[src/design/swm_pkg.sv]
`timescale 1ns / 1ps
// shared constants, types and microcode rom of the sliding window median filter
package swm_pkg;

  localparam int VALUE_BITS   = 16;
  localparam int NODE_BITS    = VALUE_BITS + 1;
  localparam int TREE_DEPTH   = 1 << NODE_BITS;
  localparam int WINDOW_DEPTH = 4096;
  localparam int PTR_BITS     = $clog2(WINDOW_DEPTH);
  localparam int WIN_BITS     = 13;
  localparam int COUNT_BITS   = 13;
  localparam int SUM_BITS     = 48;
  localparam int PC_BITS      = 3;

  typedef logic [NODE_BITS-1:0]  node_t;
  typedef logic [VALUE_BITS-1:0] value_t;
  typedef logic [COUNT_BITS-1:0] count_t;
  typedef logic [WIN_BITS-1:0]   win_t;
  typedef logic [PC_BITS-1:0]    pc_t;

  localparam pc_t STEP_IDLE     = 3'd0;
  localparam pc_t STEP_LEAF_NEW = 3'd1;
  localparam pc_t STEP_ADD      = 3'd2;
  localparam pc_t STEP_LEAF_OLD = 3'd3;
  localparam pc_t STEP_SUB      = 3'd4;
  localparam pc_t STEP_COMMIT   = 3'd5;
  localparam pc_t STEP_RANK     = 3'd6;
  localparam pc_t STEP_RESULT   = 3'd7;

  typedef enum logic [2:0] {
    OP_IDLE,
    OP_LEAF_NEW,
    OP_ADD,
    OP_LEAF_OLD,
    OP_SUB,
    OP_COMMIT,
    OP_RANK,
    OP_RESULT
  } op_e;

  typedef enum logic [2:0] {
    COND_NEVER,
    COND_NO_REQ,
    COND_NOT_ROOT,
    COND_NOT_FULL_BEFORE,
    COND_NOT_FULL_NOW,
    COND_NOT_LEAF,
    COND_OUT_BUSY
  } cond_e;

  typedef struct packed {
    op_e   op;
    cond_e cond;
    pc_t   target;
  } ctrl_t;

  typedef struct packed {
    logic no_req;
    logic root;
    logic leaf;
    logic full_before;
    logic full_now;
    logic out_busy;
  } status_t;

  typedef struct packed {
    logic  active;
    node_t addr;
  } clr_t;

  function automatic ctrl_t ucode_rom(pc_t pc);
    ctrl_t w;
    unique case (pc)
      STEP_IDLE:     w = '{op: OP_IDLE,     cond: COND_NO_REQ,          target: STEP_IDLE};
      STEP_LEAF_NEW: w = '{op: OP_LEAF_NEW, cond: COND_NEVER,           target: STEP_IDLE};
      STEP_ADD:      w = '{op: OP_ADD,      cond: COND_NOT_ROOT,        target: STEP_ADD};
      STEP_LEAF_OLD: w = '{op: OP_LEAF_OLD, cond: COND_NOT_FULL_BEFORE, target: STEP_COMMIT};
      STEP_SUB:      w = '{op: OP_SUB,      cond: COND_NOT_ROOT,        target: STEP_SUB};
      STEP_COMMIT:   w = '{op: OP_COMMIT,   cond: COND_NOT_FULL_NOW,    target: STEP_RESULT};
      STEP_RANK:     w = '{op: OP_RANK,     cond: COND_NOT_LEAF,        target: STEP_RANK};
      STEP_RESULT:   w = '{op: OP_RESULT,   cond: COND_OUT_BUSY,        target: STEP_RESULT};
      default:       w = '{op: OP_IDLE,     cond: COND_NEVER,           target: STEP_IDLE};
    endcase
    return w;
  endfunction

endpackage

[src/design/swm_useq.sv]
`timescale 1ns / 1ps
// microcode sequencer: step counter, control rom and conditional jumps
module swm_useq (
  input  logic             clk_i,
  input  logic             rst_ni,
  input  swm_pkg::status_t status_i,
  output swm_pkg::ctrl_t   ctrl_o
);

  swm_pkg::pc_t   pc_q, pc_d;
  swm_pkg::ctrl_t ctrl;
  logic           cond_met;

  assign ctrl = swm_pkg::ucode_rom(pc_q);

  always_comb begin
    unique case (ctrl.cond)
      swm_pkg::COND_NEVER:           cond_met = 1'b0;
      swm_pkg::COND_NO_REQ:          cond_met = status_i.no_req;
      swm_pkg::COND_NOT_ROOT:        cond_met = !status_i.root;
      swm_pkg::COND_NOT_FULL_BEFORE: cond_met = !status_i.full_before;
      swm_pkg::COND_NOT_FULL_NOW:    cond_met = !status_i.full_now;
      swm_pkg::COND_NOT_LEAF:        cond_met = !status_i.leaf;
      swm_pkg::COND_OUT_BUSY:        cond_met = status_i.out_busy;
      default:                       cond_met = 1'b0;
    endcase
    pc_d = cond_met ? ctrl.target : pc_q + swm_pkg::PC_BITS'(1);
  end

  always_ff @(posedge clk_i or negedge rst_ni) begin
    if (!rst_ni) begin
      pc_q <= swm_pkg::STEP_IDLE;
    end else begin
      pc_q <= pc_d;
    end
  end

  assign ctrl_o = ctrl;

endmodule

[config.mk]
export PLATFORM = sky130hd
export DESIGN_NAME = swm_useq
export DESIGN_NICKNAME = d
export VERILOG_FILES = /design/src/design/swm_pkg.sv /design/src/design/swm_useq.sv
export SDC_FILE = /design/constraint.sdc
export NUM_CORES = 1
export LEC_CHECK = 0
export BUFFER_PORTS_ARGS = -buffer_cell sky130_fd_sc_hd__buf_2
export CORE_AREA = 2 2 39 41
export CTS_BUF_LIST = sky130_fd_sc_hd__clkbuf_8
export CTS_CLUSTER_SIZE = 10
export DETAILED_ROUTE_END_ITERATION = 10
export DIE_AREA = 0 0 41 43
export GPL_ROUTABILITY_DRIVEN = 0
export PLACE_DENSITY = 0.55
export SLEW_MARGIN = 40
export SYNTH_ARGS = -nofsm -noshare
export SYNTH_HDL_FRONTEND = slang
export SYNTH_SLANG_ARGS = --single-unit
[constraint.sdc]
create_clock -name clk_i -period 5.2 [get_ports clk_i]
set_input_delay 0.52 -clock clk_i [delete_from_list [all_inputs] [get_ports clk_i]]
set_output_delay 0.52 -clock clk_i [all_outputs]
set_load 0.05 [all_outputs]
======== Yosys cells after proc, flatten, opt, wreduce, memory -nomap -nowiden ========
Memory sizes are Yosys's and may differ from the RTL's.
Cells that the tools add are included.
storage, ports and cells
  flip-flop bits (word level) ............. 3
  bits in read-only memories .............. 72
  input bits .............................. 8
  output and inout port bits .............. 9
  word-level logic and storage cells ...... 15
  memories ................................ 1
memories
  name              words  width  read ports  clocked after memory_dff  write ports  line           text
  (name not given)  8      9      1           0                         0            swm_pkg.sv:73  unique case (pc)
cells by class
  add/subtract/negate cells ............... 1
  equal/unequal tests ..................... 6
  multiplexer cells ....................... 2
  reductions and logical operators ........ 4
operators by type and width
  cell                                                 number
  equality test 3 bit, second input constant           3
  equality test 3 x 2 -> 1 bit, second input constant  2
  one-hot mux 1 bit (6 select lines)                   1
  logical NOT 1 bit                                    4
  adder 3 x 1 -> 3 bit, second input constant          1
  equality test 3 x 1 -> 1 bit, second input constant  1
  2-to-1 mux 3 bit                                     1

======== Longest topological paths before layout ========
An unclocked memory read counts as a cell.
  depth after elaboration ................. 4
  depth in mapped cells ................... 7
  gate-level depth less buffers ........... 7

======== Worst setup path after synthesis ========
Ideal clock, no wire load.
  path type ............................... reg2reg
  start point ............................. reg pc_q[0]
  end point ............................... reg pc_q[0]
  setup time .............................. 127 ps
  data arrival time ....................... 2629 ps
  required time ........................... 5073 ps
  setup slack ............................. 2444 ps
  stages on the path, launching flop included .. 6
  path buffers ............................ 0
  period minus slack after synthesis ...... 2756 ps
  cell sequence ........................... dfrtp_1 inv_1 ha_1 a21oi_1 o2bb2ai_4 mux2_4
RTL lines
  element                   line            text
  start: declaration        swm_useq.sv:10  swm_pkg::pc_t pc_q, pc_d;
  start signal: assignment  swm_useq.sv:32  pc_q <= swm_pkg::STEP_IDLE;
  start signal: assignment  swm_useq.sv:34  pc_q <= pc_d;

==> impl_metrics.json <==
{
  "outcome": "finished, final reports clean",
  "hold_path.class": "input pin to asynchronous set/reset pin",
  "fin_crit_sh_pct": 43.52,
  "hold_buffers": 0,
  "worst_slew_pin_slew_ns": 0.3790,
  "fin_setup_tns_ns": 0,
  "crit_arrival_ns": 1.74,
  "grt_max_degree": 13,
  "min_period_ns": 2.263,
  "fillers": 152,
  "numCtsBuffers": 3,
  "htreeDepth": 1,
  "slew_headroom_pct": 74.73,
  "clk_latency_ns": 0.22,
  "routedWlPerCell_um": 11.16,
  "drive_above_1_share_pct": 44.83,
  "grt_pass1_wl_mm": 1.345,
  "area_growth_pct": 39.15,
  "grt_antenna_before_repair": 0,
  "cp_max_fo": 6,
  "mostFrequentLayoutCell": "buf_2",
  "ys.warnings.count": 0,
  "die_w_um": 41,
  "syn-num-nets": 52,
  "via_count": 342,
  "die_y_um": 43,
  "drv_slew": 0,
  "max_freq_mhz": 441.9,
  "cp.required_ns": 4.68,
  "grt-ovfl-total": 0,
  "start_util_pct": 25.41,
  "dieArea_um2": 1763,
  "final_cell_mix": "buf_2 (16), inv_1 (6), ha_1 (5)",
  "rsz0062_at_grt": "no",
  "final_nets": 72,
  "cts_buffer_depth": 2,
  "ys_ff_latch": 3,
  "clock-sinks": 3,
  "vias_per_cell": 4.622,
  "post_cts_buffers": 0,
  "first_global_vias": 328,
  "top_regs": "pc_q x3",
  "drt-initial-drc-count": 1,
  "rows": 14,
  "cts-root-buf": "clkbuf_8",
  "largest_register_ffs": 3,
  "synthCells": 39,
  "drt_first_pass_iters": 2,
  "synth.avg_cell_area_um2": 9.015,
  "drcViolationCount": 0,
  "synth_seq_area_share_pct": 21.35,
  "groute.usage.overall_pct": 11.87,
  "cts_tree": "done",
  "io_pins": 17,
  "diodes": 0,
  "portBuffers": 16,
  "start_kind": "flip-flop",
  "path_clk_slew_ns": 0.03,
  "core_region_area_um2": 1384,
  "setup_violations": 0,
  "critPathCaptureType": "primary output",
  "fin_skew_ns": 0.004368,
  "post_synth_num_cell_types": 20,
  "synthesis.area_um2": 351.6,
  "postRouteAntennaNets": 0,
  "maxCapViolations": 0,
  "dpl.hpwl_um": 647.6,
  "ctsResizeCount": 0,
  "hold_viol": 0,
  "worstSetupPathType": "flip-flop to primary output",
  "wl_um": 826,
  "regMostFlops": "pc_q"
}
[kinds of logic (layout without fill, tap and decap cells)]
logic type | Yosys count | after routing | share of synthesized area (%)
buffers and inverters | 7 | 26 | 8.541
and+or+nand+nor | 11 | 11 | 15.66
muxes | 3 | 3 | 12.81
AOI/OAI and AO/OA | 10 | 10 | 23.84
DFF | 3 | 3 | 21.35
adders and majority gates | 5 | 5 | 17.79
[cells in the mapped netlist]
library cell,count,area [µm²]
o311a_1,1,10.01
a21oi_1,3,15.01
nand2_1,2,7.510
dfrtp_1,3,75.07
nand2_2,1,6.260
nor2_2,1,6.260
a211o_1,1,8.760
ha_1,5,62.56
nand3_1,2,10.01
inv_2,1,3.750
o21ai_0,3,15.01
buf_4,1,7.510
nor3_1,1,5.000
nor2_1,2,7.510
nand2b_1,1,6.260
o2bb2ai_4,1,27.53
mux2_4,3,45.04
inv_1,5,18.77
or2_1,1,6.260
a211oi_1,1,7.510
[final cells by class]
class | count | area [µm²] | area share (%)
Timing Repair Buffer | 16 | 80.08 | 16.37
Sequential cell | 3 | 75.07 | 15.35
Clock inverter | 1 | 3.754 | 0.7673
Inverter | 6 | 22.52 | 4.604
Multi-Input combinational cell | 29 | 246.5 | 50.38
Tap cell | 16 | 20.02 | 4.092
Clock buffer | 3 | 41.29 | 8.440
[metrics by stage]
step | instances | worst slack (ns) | area [µm²] | utilization, % | hold WS (ns)
after floorplan | 39 | 2.444 | 351.6 | - | 0.2244
after global placement | 70 | 3.099 | 444.2 | 32.10 | 0.3183
after detailed placement | 70 | 3.130 | 444.2 | 32.10 | 0.3184
after CTS | 74 | 2.903 | 489.2 | 35.35 | 0.08535
after global routing | 74 | 2.826 | 489.2 | 35.35 | 0.08903
final | 74 | 2.937 | 489.2 | 35.35 | 0.08737
[critical path: stages (launching register included)]
cell and delay (ns):
dfrtp_1 0.42, inv_1 0.12, ha_1 0.36, a21oi_1 0.29, buf_2 0.32
[path summary, 6_finish.rpt]
path | start | to | slack (ns) | depth (start not counted)
max in group asynchronous | rst_ni | pc_q[2]$_DFF_PN0_ | 5.00 | 1
worst max register to register | pc_q[0]$_DFF_PN0_ | pc_q[2]$_DFF_PN0_ | 3.14 | 7
worst min-delay path | rst_ni | pc_q[1]$_DFF_PN0_ | 0.09 | 1
worst max-delay path | pc_q[0]$_DFF_PN0_ | ctrl_o[4] | 2.94 | 4
min in group clk_i | pc_q[0]$_DFF_PN0_ | pc_q[0]$_DFF_PN0_ | 0.77 | 2
worst min register to register | pc_q[0]$_DFF_PN0_ | pc_q[0]$_DFF_PN0_ | 0.77 | 2
[metal layers]
metal / vias to the layer above / global-route usage [%] / wire length (µm)
met2: 9 / 16.25 / 405
met1: 157 / 13.59 / 361
li1: 174 / - / -
met5: - / 0 / 0
met3: 2 / 4.712 / 42
met4: 0 / 10.00 / 16
Power is left out: the tool's default activity adds up to more than one toggle a clock period on the data nets, which glitch-free logic cannot reach.
